<file path="config.mk">
export PLATFORM = sky130hd
export DESIGN_NAME = music_fade_crossfade_controller
export DESIGN_NICKNAME = d
export VERILOG_FILES = /design/src/design/mfc_pkg.sv /design/src/design/mfc_div.sv /design/src/design/music_fade_crossfade_controller.sv
export SDC_FILE = /design/constraint.sdc
export NUM_CORES = 1
export LEC_CHECK = 0
export ABC_AREA = 1
export BUFFER_PORTS_ARGS = -buffer_cell sky130_fd_sc_hd__buf_2
export CAP_MARGIN = 10
export CORE_ASPECT_RATIO = 1.5
export CORE_MARGIN = 1
export CORE_UTILIZATION = 25
export DETAILED_ROUTE_END_ITERATION = 10
export PLACE_DENSITY = 0.46
export SLEW_MARGIN = 20
export SYNTH_ARGS = -nofsm -noshare
export SYNTH_HDL_FRONTEND = slang
export SYNTH_HIERARCHICAL = 1
export SYNTH_SLANG_ARGS = --single-unit
</file>
<file path="constraint.sdc">
create_clock -name clock -period 17.5 [get_ports clock]
set_clock_uncertainty 0.05 [all_clocks]
set_input_delay 3.5 -clock clock [delete_from_list [all_inputs] [get_ports clock]]
set_output_delay 3.5 -clock clock [all_outputs]
set_load 0.02 [all_outputs]
</file>
<file path="src/design/mfc_pkg.sv">
// Shared types and constants for the music fade and cross fade controller.
package mfc_pkg;

   localparam int SONG_SLOTS = 16;

   localparam int VOL_W  = 11;
   localparam int LEN_W  = 16;
   localparam int TIME_W = 32;
   localparam int SLOT_W = 4;
   localparam int PROD_W = VOL_W + LEN_W;

   localparam logic [VOL_W-1:0] FULL_SCALE   = 11'd1024;
   localparam logic [VOL_W-1:0] RESET_VOLUME = 11'd600;

   typedef enum logic [2:0] {
      MODE_NONE   = 3'd0,
      MODE_IN     = 3'd1,
      MODE_OUT    = 3'd2,
      MODE_OUT_IN = 3'd3,
      MODE_CROSS  = 3'd4
   } mode_type;

   typedef enum logic [2:0] {
      REQ_TICK     = 3'd0,
      REQ_PLAY     = 3'd1,
      REQ_STOP     = 3'd2,
      REQ_FADE_IN  = 3'd3,
      REQ_FADE_OUT = 3'd4,
      REQ_OUT_IN   = 3'd5,
      REQ_CROSS    = 3'd6
   } request_code_type;

   typedef enum logic [2:0] {
      ST_IDLE,
      ST_EXEC,
      ST_MAIN,
      ST_ALT,
      ST_MUL,
      ST_DIV,
      ST_OUT
   } mfc_state_type;

   // Divider start command and result
   typedef struct packed {
      logic              start;
      logic [PROD_W-1:0] dividend;
      logic [LEN_W-1:0]  divisor;
   } div_req_type;

   typedef struct packed {
      logic             done;
      logic [VOL_W-1:0] quotient;
   } div_rsp_type;

endpackage

</file>
<file path="src/design/mfc_div.sv">
// Serial restoring divider, one quotient bit per cycle, for volume ramps.
module mfc_div (
   input  logic                clock,
   input  logic                reset,
   input  mfc_pkg::div_req_type div_req,
   output mfc_pkg::div_rsp_type div_rsp
);
   import mfc_pkg::*;

   localparam int STEPS = VOL_W;
   localparam int CNT_W = $clog2(STEPS + 1);

   logic [LEN_W-1:0] rem_ff, rem_in;
   logic [VOL_W-1:0] quo_ff, quo_in;
   logic [LEN_W-1:0] div_ff, div_in;
   logic [CNT_W-1:0] cnt_ff, cnt_in;
   logic             busy_ff, busy_in;
   logic             done_ff, done_in;
   logic [LEN_W:0]   trial;
   logic             ge;

   // Shift in the next dividend bit and try the subtract
   assign trial = {rem_ff, quo_ff[VOL_W-1]};
   assign ge    = trial >= {1'b0, div_ff};

   always_comb begin
      rem_in  = rem_ff;
      quo_in  = quo_ff;
      div_in  = div_ff;
      cnt_in  = cnt_ff;
      busy_in = busy_ff;
      done_in = 1'b0;
      if (div_req.start) begin
         // Quotient is known to fit VOL_W bits, so the top part is below the divisor
         rem_in  = div_req.dividend[PROD_W-1:VOL_W];
         quo_in  = div_req.dividend[VOL_W-1:0];
         div_in  = div_req.divisor;
         cnt_in  = CNT_W'(STEPS);
         busy_in = 1'b1;
      end else if (busy_ff) begin
         rem_in = ge ? LEN_W'(trial - {1'b0, div_ff}) : trial[LEN_W-1:0];
         quo_in = {quo_ff[VOL_W-2:0], ge};
         cnt_in = cnt_ff - CNT_W'(1);
         if (cnt_ff == CNT_W'(1)) begin
            busy_in = 1'b0;
            done_in = 1'b1;
         end
      end
   end

   always_ff @(posedge clock) begin
      if (reset) begin
         busy_ff <= 1'b0;
         done_ff <= 1'b0;
         cnt_ff  <= '0;
      end else begin
         busy_ff <= busy_in;
         done_ff <= done_in;
         cnt_ff  <= cnt_in;
      end
      rem_ff <= rem_in;
      quo_ff <= quo_in;
      div_ff <= div_in;
   end

   assign div_rsp.done     = done_ff;
   assign div_rsp.quotient = quo_ff;

endmodule

</file>
<file path="src/design/music_fade_crossfade_controller.sv">
// Top level: two-voice music volume controller with linear fades and cross fade.
// Sequence: a command passes from accept through an execute state to the result
// state; a tick runs the main voice and then the alternate voice, and each voice that
// is ramping adds a multiply state, an 11-step serial divide and the divider's done strobe.
// One item at a time: a new request is stalled until the last result is taken.
// Reset is synchronous: both voices off, volumes and global volume at 600.
module music_fade_crossfade_controller (
   input  logic                           clock,
   input  logic                           reset,
   input  logic                           req_valid,
   output logic                           req_stall,
   input  logic [2:0]                     req_type,
   input  logic [mfc_pkg::TIME_W-1:0]     req_now_ms,
   input  logic [mfc_pkg::SLOT_W-1:0]     req_song_slot,
   input  logic [mfc_pkg::LEN_W-1:0]      req_fade_ms,
   input  logic [mfc_pkg::LEN_W-1:0]      req_second_fade_ms,
   output logic                           rsp_valid,
   input  logic                           rsp_stall,
   output logic                           rsp_main_active,
   output logic [mfc_pkg::SLOT_W-1:0]     rsp_main_slot,
   output logic [mfc_pkg::VOL_W-1:0]      rsp_main_volume,
   output logic [2:0]                     rsp_main_mode,
   output logic                           rsp_alt_active,
   output logic [mfc_pkg::SLOT_W-1:0]     rsp_alt_slot,
   output logic [mfc_pkg::VOL_W-1:0]      rsp_alt_volume,
   output logic [2:0]                     rsp_alt_mode,
   input  logic                           csr_valid,
   output logic                           csr_ready,
   input  logic [mfc_pkg::VOL_W-1:0]      csr_global_volume
);
   import mfc_pkg::*;

   mfc_state_type    state_ff, state_in;

   logic [VOL_W-1:0] glob_ff;
   logic [VOL_W-1:0] full_lvl;

   // Captured item
   logic [2:0]        type_ff, type_in;
   logic [TIME_W-1:0] now_ff, now_in;
   logic [SLOT_W-1:0] slot_ff, slot_in;
   logic [LEN_W-1:0]  len_ff, len_in;
   logic [LEN_W-1:0]  len2_ff, len2_in;

   // Voice state
   logic              main_on_ff, main_on_in;
   logic [SLOT_W-1:0] main_song_ff, main_song_in;
   mode_type          main_fade_ff, main_fade_in;
   logic [TIME_W-1:0] main_start_ff, main_start_in;
   logic [LEN_W-1:0]  main_len_ff, main_len_in;
   logic [VOL_W-1:0]  main_level_ff, main_level_in;
   logic              alt_on_ff, alt_on_in;
   logic [SLOT_W-1:0] alt_song_ff, alt_song_in;
   mode_type          alt_fade_ff, alt_fade_in;
   logic [TIME_W-1:0] alt_start_ff, alt_start_in;
   logic [LEN_W-1:0]  alt_len_ff, alt_len_in;
   logic [VOL_W-1:0]  alt_level_ff, alt_level_in;
   logic [SLOT_W-1:0] q_song_ff, q_song_in;
   logic [LEN_W-1:0]  q_len_ff, q_len_in;

   // Ramp operands
   logic [LEN_W-1:0]  num_ff, num_in;
   logic [LEN_W-1:0]  den_ff, den_in;
   logic              tgt_alt_ff, tgt_alt_in;

   logic [TIME_W-1:0] main_e, alt_e;
   logic              main_exp, alt_exp;

   logic              st_go;
   logic [SLOT_W-1:0] st_slot;
   logic [LEN_W-1:0]  st_len;
   logic              st_slot_ok;
   logic              accept;

   div_req_type       div_req;
   div_rsp_type       div_rsp;

   mfc_div u_div (
      .clock   (clock),
      .reset   (reset),
      .div_req (div_req),
      .div_rsp (div_rsp)
   );

   assign full_lvl = (glob_ff > FULL_SCALE) ? FULL_SCALE : glob_ff;
   assign accept   = req_valid && !req_stall;

   // Elapsed time of each voice and expiry test
   assign main_e   = now_ff - main_start_ff;
   assign alt_e    = now_ff - alt_start_ff;
   assign main_exp = main_e >= {{(TIME_W-LEN_W){1'b0}}, main_len_ff};
   assign alt_exp  = alt_e >= {{(TIME_W-LEN_W){1'b0}}, alt_len_ff};

   assign st_slot_ok = 32'(st_slot) < SONG_SLOTS;

   // Start the divide from the registered multiply operands
   always_comb begin
      div_req.start    = (state_ff == ST_MUL);
      div_req.dividend = PROD_W'(full_lvl) * PROD_W'(num_ff);
      div_req.divisor  = den_ff;
   end

   // Sequencer and state update
   always_comb begin
      state_in      = state_ff;
      type_in       = type_ff;
      now_in        = now_ff;
      slot_in       = slot_ff;
      len_in        = len_ff;
      len2_in       = len2_ff;
      main_on_in    = main_on_ff;
      main_song_in  = main_song_ff;
      main_fade_in  = main_fade_ff;
      main_start_in = main_start_ff;
      main_len_in   = main_len_ff;
      main_level_in = main_level_ff;
      alt_on_in     = alt_on_ff;
      alt_song_in   = alt_song_ff;
      alt_fade_in   = alt_fade_ff;
      alt_start_in  = alt_start_ff;
      alt_len_in    = alt_len_ff;
      alt_level_in  = alt_level_ff;
      q_song_in     = q_song_ff;
      q_len_in      = q_len_ff;
      num_in        = num_ff;
      den_in        = den_ff;
      tgt_alt_in    = tgt_alt_ff;
      st_go         = 1'b0;
      st_slot       = slot_ff;
      st_len        = len_ff;

      unique case (state_ff)
         ST_IDLE: begin
            if (accept) begin
               type_in  = req_type;
               now_in   = req_now_ms;
               slot_in  = req_song_slot;
               len_in   = req_fade_ms;
               len2_in  = req_second_fade_ms;
               state_in = ST_EXEC;
            end
         end
         ST_EXEC: begin
            state_in = ST_OUT;
            case (type_ff)
               REQ_TICK: state_in = ST_MAIN;
               REQ_PLAY: begin
                  st_go  = 1'b1;
                  st_len = '0;
               end
               REQ_STOP: begin
                  main_on_in = 1'b0;
                  alt_on_in  = 1'b0;
               end
               REQ_FADE_IN: st_go = 1'b1;
               REQ_FADE_OUT: begin
                  if (main_on_ff) begin
                     if (len_ff == '0) begin
                        main_on_in   = 1'b0;
                        alt_on_in    = 1'b0;
                        main_fade_in = MODE_NONE;
                     end else begin
                        main_fade_in  = MODE_OUT;
                        main_start_in = now_ff;
                        main_len_in   = len_ff;
                        main_level_in = full_lvl;
                     end
                  end
               end
               REQ_OUT_IN: begin
                  if (len_ff == '0 || !main_on_ff) begin
                     st_go  = 1'b1;
                     st_len = len2_ff;
                  end else begin
                     q_song_in     = slot_ff;
                     q_len_in      = len2_ff;
                     main_fade_in  = MODE_OUT_IN;
                     main_start_in = now_ff;
                     main_len_in   = len_ff;
                     main_level_in = full_lvl;
                  end
               end
               REQ_CROSS: begin
                  if (len_ff == '0 || !main_on_ff) begin
                     st_go = 1'b1;
                  end else if (st_slot_ok) begin
                     alt_on_in     = 1'b1;
                     alt_song_in   = slot_ff;
                     alt_fade_in   = MODE_CROSS;
                     alt_start_in  = now_ff;
                     alt_len_in    = len_ff;
                     alt_level_in  = '0;
                     main_fade_in  = MODE_CROSS;
                     main_start_in = now_ff;
                     main_len_in   = len_ff;
                     main_level_in = full_lvl;
                  end
               end
               default: ;
            endcase
         end
         ST_MAIN: begin
            // Run the main voice first
            state_in   = ST_ALT;
            tgt_alt_in = 1'b0;
            den_in     = main_len_ff;
            if (main_on_ff && main_fade_ff != MODE_NONE) begin
               if (main_exp) begin
                  case (main_fade_ff)
                     MODE_IN: begin
                        main_level_in = full_lvl;
                        main_fade_in  = MODE_NONE;
                     end
                     MODE_OUT: begin
                        main_on_in    = 1'b0;
                        alt_on_in     = 1'b0;
                        main_level_in = full_lvl;
                        main_fade_in  = MODE_NONE;
                     end
                     MODE_OUT_IN: begin
                        st_go   = 1'b1;
                        st_slot = q_song_ff;
                        st_len  = q_len_ff;
                     end
                     default: ;
                  endcase
               end else begin
                  case (main_fade_ff)
                     MODE_IN: begin
                        num_in   = main_e[LEN_W-1:0];
                        state_in = ST_MUL;
                     end
                     MODE_OUT, MODE_OUT_IN, MODE_CROSS: begin
                        num_in   = main_len_ff - main_e[LEN_W-1:0];
                        state_in = ST_MUL;
                     end
                     default: ;
                  endcase
               end
            end
         end
         ST_ALT: begin
            // Then the alternate voice, swapping into main when its fade ends
            state_in   = ST_OUT;
            tgt_alt_in = 1'b1;
            den_in     = alt_len_ff;
            if (alt_on_ff && alt_fade_ff == MODE_CROSS) begin
               if (alt_exp) begin
                  main_on_in    = 1'b1;
                  main_song_in  = alt_song_ff;
                  main_fade_in  = MODE_NONE;
                  main_level_in = full_lvl;
                  alt_on_in     = 1'b0;
               end else begin
                  num_in   = alt_e[LEN_W-1:0];
                  state_in = ST_MUL;
               end
            end
         end
         ST_MUL: state_in = ST_DIV;
         ST_DIV: begin
            if (div_rsp.done) begin
               if (tgt_alt_ff) begin
                  alt_level_in = div_rsp.quotient;
                  state_in     = ST_OUT;
               end else begin
                  main_level_in = div_rsp.quotient;
                  state_in      = ST_ALT;
               end
            end
         end
         ST_OUT: begin
            if (!rsp_stall) state_in = ST_IDLE;
         end
         default: state_in = ST_IDLE;
      endcase

      // Start the main voice on a slot, immediately or with a fade in
      if (st_go) begin
         if (!st_slot_ok) begin
            main_on_in = 1'b0;
         end else begin
            main_on_in   = 1'b1;
            main_song_in = st_slot;
            if (st_len == '0) begin
               main_fade_in  = MODE_NONE;
               main_level_in = full_lvl;
            end else begin
               main_fade_in  = MODE_IN;
               main_start_in = now_ff;
               main_len_in   = st_len;
               main_level_in = '0;
            end
         end
      end
   end

   always_ff @(posedge clock) begin
      if (reset) begin
         state_ff      <= ST_IDLE;
         glob_ff       <= RESET_VOLUME;
         main_on_ff    <= 1'b0;
         main_song_ff  <= '0;
         main_fade_ff  <= MODE_NONE;
         main_start_ff <= '0;
         main_len_ff   <= '0;
         main_level_ff <= RESET_VOLUME;
         alt_on_ff     <= 1'b0;
         alt_song_ff   <= '0;
         alt_fade_ff   <= MODE_NONE;
         alt_start_ff  <= '0;
         alt_len_ff    <= '0;
         alt_level_ff  <= RESET_VOLUME;
         q_song_ff     <= '0;
         q_len_ff      <= '0;
      end else begin
         state_ff      <= state_in;
         if (csr_valid && csr_ready) glob_ff <= csr_global_volume;
         main_on_ff    <= main_on_in;
         main_song_ff  <= main_song_in;
         main_fade_ff  <= main_fade_in;
         main_start_ff <= main_start_in;
         main_len_ff   <= main_len_in;
         main_level_ff <= main_level_in;
         alt_on_ff     <= alt_on_in;
         alt_song_ff   <= alt_song_in;
         alt_fade_ff   <= alt_fade_in;
         alt_start_ff  <= alt_start_in;
         alt_len_ff    <= alt_len_in;
         alt_level_ff  <= alt_level_in;
         q_song_ff     <= q_song_in;
         q_len_ff      <= q_len_in;
      end
      type_ff    <= type_in;
      now_ff     <= now_in;
      slot_ff    <= slot_in;
      len_ff     <= len_in;
      len2_ff    <= len2_in;
      num_ff     <= num_in;
      den_ff     <= den_in;
      tgt_alt_ff <= tgt_alt_in;
   end

   // Handshakes and result fields straight from the voice state
   assign req_stall       = (state_ff != ST_IDLE);
   assign rsp_valid       = (state_ff == ST_OUT);
   assign csr_ready       = 1'b1;
   assign rsp_main_active = main_on_ff;
   assign rsp_main_slot   = main_song_ff;
   assign rsp_main_volume = main_level_ff;
   assign rsp_main_mode   = main_fade_ff;
   assign rsp_alt_active  = alt_on_ff;
   assign rsp_alt_slot    = alt_song_ff;
   assign rsp_alt_volume  = alt_level_ff;
   assign rsp_alt_mode    = alt_fade_ff;

endmodule

</file>
# Word level (Yosys, flattened, before mapping)
# Index checks and enable logic that the tools add are counted.
# totals
reg_bits,319
out_inout_bits,41
# op_classes
add_sub_neg,5
multipliers,1
n_lt_le_gt_ge,4
eq_ne,51
n_mux,114
bitwise_logic,2
n_reduce_logical,39
# op_table
operator,count
2-to-1 mux 16 bit,17
2-to-1 mux 11 bit,19
2-to-1 mux 32 bit,6
one-hot mux 16 bit (2 select lines),6
>= comparator 32 x 16 -> 1 bit,2
one-hot mux 32 bit (2 select lines),1
subtractor 32 bit,2
2-to-1 mux 3 bit,17
one-hot mux 11 bit (2 select lines),2
one-hot mux 11 bit (4 select lines),1
2-to-1 mux 4 bit,10
!= test 3 bit (second input constant),11
logical NOT 16 bit,2
subtractor 16 bit,2
multiplier 11 x 16 -> 27 bit,1
!= test 2 bit (second input constant),12
2-to-1 mux 1 bit,22
== test 3 bit (second input constant),7
one-hot mux 3 bit (7 select lines),1
!= test 4 bit (second input constant),5
AND reduction 10 bit,2
== test 3 x 2 -> 1 bit (second input constant),6
one-hot mux 3 bit (3 select lines),2
>= comparator 17 x 16 -> 1 bit,1
other kinds (30),59

# Logic depth before layout (Yosys ltp)
# logic_depth
word_depth,8
mapped_depth,38
depth_no_buf,35

# By module
# Netlist, hierarchy kept.
# modules_own_cells
module,n_inst,cells_each,area_per_inst_um2,seq_area_each_um2
music_fade_crossfade_controller,1,3305,23139.7,6446.2
mfc_div,1,422,3313.2,1411.4

# Worst setup path after synthesis
# No wires, ideal clock.
# synth_path
path_type,in2reg
startpoint,in req_valid
endpoint,"reg len2_ff[0], enable pin"
t_arrival_ns,6.496
t_required_ns,16.949
slack_ns,10.453
path_stages,2
path_cell_list,inv_1 nor2_1
# synth_via
elab_chain_cells,2
# synth_rtl
element,line,source
from (decl),music_fade_crossfade_controller.sv:10,"input logic req_valid,"
logical AND 1 bit,music_fade_crossfade_controller.sv:86,assign accept = req_valid && !req_stall;
AND reduction 2 bit (no source line),n/a,
to (signal assigned),music_fade_crossfade_controller.sv:338,len2_ff <= len2_in;
to (decl),music_fade_crossfade_controller.sv:43,"logic [LEN_W-1:0] len2_ff, len2_in;"
# No other way between the ends.
# A chain may end at the register's enable or synchronous reset.

==> results.toml <==
[outcome]
outcome = "finished clean"

[sta]
fin_tns_setup_ns = 0
tightestPinTransition_ns = 0.976
setup_ws_ns = 9.58
finalCritPeriodShare_pct = 45.3
max-slew-margin-rel_pct = 34.8
hold_ws_ns = 0.368
period_needed_ns = 7.92
fmax_mhz = 126
finalSetupViolCount = 0
finalHoldViolations = 0
slew_viol_final = 0
rsz0062_at_grt = "no"

[synth]
ys_ff_latch = 319
synth_top_area_share_pct = 16.7
synthMuxAreaShare_pct = 0.0378
synthAdderAreaFrac_pct = 18.8
async_flop_share_pct = 0
synth.avg_cell_area_um2 = 7.10
synth_compound_area_share_pct = 11.7
yosysTopAreaCell = "edfxtp_1"
synth_xor_area_share_pct = 2.28
syn_area_um2 = 26500
synth.area.top_cells = "edfxtp_1, nand2_1, dfxtp_1, fa_1, ha_1"
ys.warnings.count = 6
seq_area_frac_synth_pct = 29.7
synth-edff-count = 147
dominantRegCellSynth = "dfxtp_1"
synth_top_family_by_area = "simple AND/OR/NAND/NOR gates"
synth-simple-area-share_pct = 26.3
postSynthCellCount = 3727
ys_types = 57

[setup_path]
crit_end = "u_div/rem_ff[15]$_DFFE_PP_"
rrSetupSlack_ns = 9.58
crit_start = "glob_ff[10]$_SDFFE_PP0P_"
crit_required_ns = 17.80
r2r_cells = 25
r2r_start = "glob_ff[10]$_SDFFE_PP0P_"
worstReg2RegEnd = "u_div/rem_ff[15]$_DFFE_PP_"
arrival_ns = 8.22
path_class = "reg2reg"
cp-end-kind = "register"
path_max_fanout = 19
critPathLaunchType = "register"

[power_and_ir_drop]
ir_worst_vdd_mv = 0.0829
p_seq_share_pct = 21.8
cellPowerDensity_nw_per_um2 = 181
p_int_mw = 2.71
p_clk_share_pct = 16.8
p_leak_nw = 14.3
p_total_mw = 5.43
power_frac_comb_pct = 61.5
p_switching_mw = 2.72
switching_share_pct = 50.1

[floorplanning]
ioPinCount = 128
num_rows = 145
fp.dieH_um = 400
die_area_um2 = 107000
start_util_pct = 25.3
design.core.area_um2 = 105000
dieWidth_um = 268

[placed_design]
place_congestion = 0.912
portBuffers = 124
dp_cells = 5154
place_ws_ns = 9.51
hpwl_um = 73400
placed_area_um2 = 28500

[run]
maxCapViolations = 0

[detailed_routing]
dr.pass1.iters = 5
remaining_drc_errors = 0
routed_via_density = 4.57
drt-initial-drc-count = 1237
wire_per_inst_um = 17.6
routed_wl_um = 92100
num_vias = 23900
detail-route-antenna-nets = 0

[global_routing]
grt-ovfl-total = 0
grt_first_pass_wirelength_um = 140000
grt_antenna_before_repair = 2
grt.total_usage_pct = 17.1
grt_max_degree = 81
grt_pass1_vias = 24000

[cts]
cts_tree = "built"
clk_pin_slew_ns = 0.07
cts-buffers-inserted = 40
clockBufferDepth = 3
ctsHoldBuffers = 0
cts-root-buf = "clkbuf_16"
cts_resized = 0
worst_skew_pair.late_latency_ns = 0.59
clock-sinks = 319
post-cts-setup-buffers = 0
cts_htree_levels = 2

[cells_and_area]
final_common_cell = "nand2_1"
finish.instance_area_um2 = 30000
layout-drive-gt1-share_pct = 7.28
num-fill-cells = 11700
utilization_pct = 28.7
syn2layout_area_growth_pct = 13.3
layout_common_cells = "nand2_1, inv_1, nor2_1"
nNetsFinal = 4208
final_cells = 5230

[worst_hold_path]
hold_class = "reg2reg"
worst max-delay path, cell delays in order (launching register included):
cell	delay [ns]
dfxtp_1	0.95
inv_1	0.19
a21oi_1	0.27
inv_1	0.16
nand2_1	0.37
inv_1	0.39
nand2_1	0.19
fa_1	0.45
fa_1	0.51
fa_1	0.54
inv_1	0.05
fa_1	0.47
inv_1	0.05
fa_1	0.47
inv_1	0.04
ha_1	0.33
nand2_1	0.06
o21ai_0	0.43
a21oi_1	0.21
o21ai_0	0.40
a21oi_1	0.18
o21ai_0	0.42
a221oi_1	0.17
xor2_1	0.17
nand2_1	0.10
nand2_1	0.06
power groups by stage:
stage	clock [mW]	sequential [mW]	combinational (mW)
after floorplan	0	1.14	2.38
after global placement	0	1.20	3.34
after detailed placement	0	1.20	3.35
after CTS	0.943	1.18	3.37
after global routing	0.964	1.20	3.78
final	0.911	1.18	3.34
synth_stat cells, types with 8 or more instances:
master,count
nand2_1,1009
inv_1,613
nor2_1,370
o21ai_0,255
a21oi_1,245
ha_1,192
dfxtp_1,172
nand3_1,161
edfxtp_1,147
fa_1,129
clkbuf_1,71
xor2_1,52
nand3b_1,36
nand4_1,35
buf_1,25
nor3_1,25
xnor2_1,17
inv_2,16
a31oi_1,15
a32oi_1,15
o211ai_1,12
nand2_2,11
buf_2,10
buf_6,8
layer usage:
metal  up-vias  track usage [%]  share of wire [%]
met3       126             1.56                3.2
li1      12000                -                  -
met5         -                0                  0
met1     11400             19.2                 40
met4         0             5.52                3.1
met2       431             32.9                 54
registers in the layout, indices dropped and copies added (netlist names), 11 cells and up:
signal	flops
main_start_ff	32
len2_ff	16
rsp_main_volume	11
main_len_ff	16
num_ff	16
glob_ff	11
u_div/rem_ff	16
q_len_ff	16
alt_start_ff	32
u_div/div_ff	16
alt_len_ff	16
den_ff	16
rsp_alt_volume	11
len_ff	16
now_ff	32
u_div/quo_ff	11
layout make-up:
type	count	area (µm²)	area share, %
Clock inverter	25	345	1.15
Tap cell	1396	1750	5.83
Antenna cell	2	5.00	0.0167
Inverter	635	2390	7.96
Timing Repair Buffer	149	812	2.71
Multi-Input combinational cell	2655	15700	52.5
Clock buffer	49	1090	3.63
Sequential cell	319	7860	26.2
cells by family after synthesis:
group	after synthesis
xor+xnor	69
flops	319
simple gates	1682
fa+ha+maj	321
buf+inv	754
other cells	2
compound gates	579
mux	1
how the worst min path moves through the flow:
stage / start / endpoint / slack (ns) / cells past startpoint
global route: den_ff[0]$_DFFE_PN_ / u_div/div_ff[0]$_DFFE_PP_ / 0.38 / 0
global placement: den_ff[5]$_DFFE_PN_ / u_div/div_ff[5]$_DFFE_PP_ / 0.35 / 0
finish: den_ff[1]$_DFFE_PN_ / u_div/div_ff[1]$_DFFE_PP_ / 0.37 / 0
CTS: den_ff[1]$_DFFE_PN_ / u_div/div_ff[1]$_DFFE_PP_ / 0.37 / 0
detailed placement: den_ff[1]$_DFFE_PN_ / u_div/div_ff[1]$_DFFE_PP_ / 0.36 / 0
floorplan: den_ff[0]$_DFFE_PN_ / u_div/div_ff[0]$_DFFE_PP_ / 0.35 / 0
Note: power is estimated with default switching activity, not from simulation.
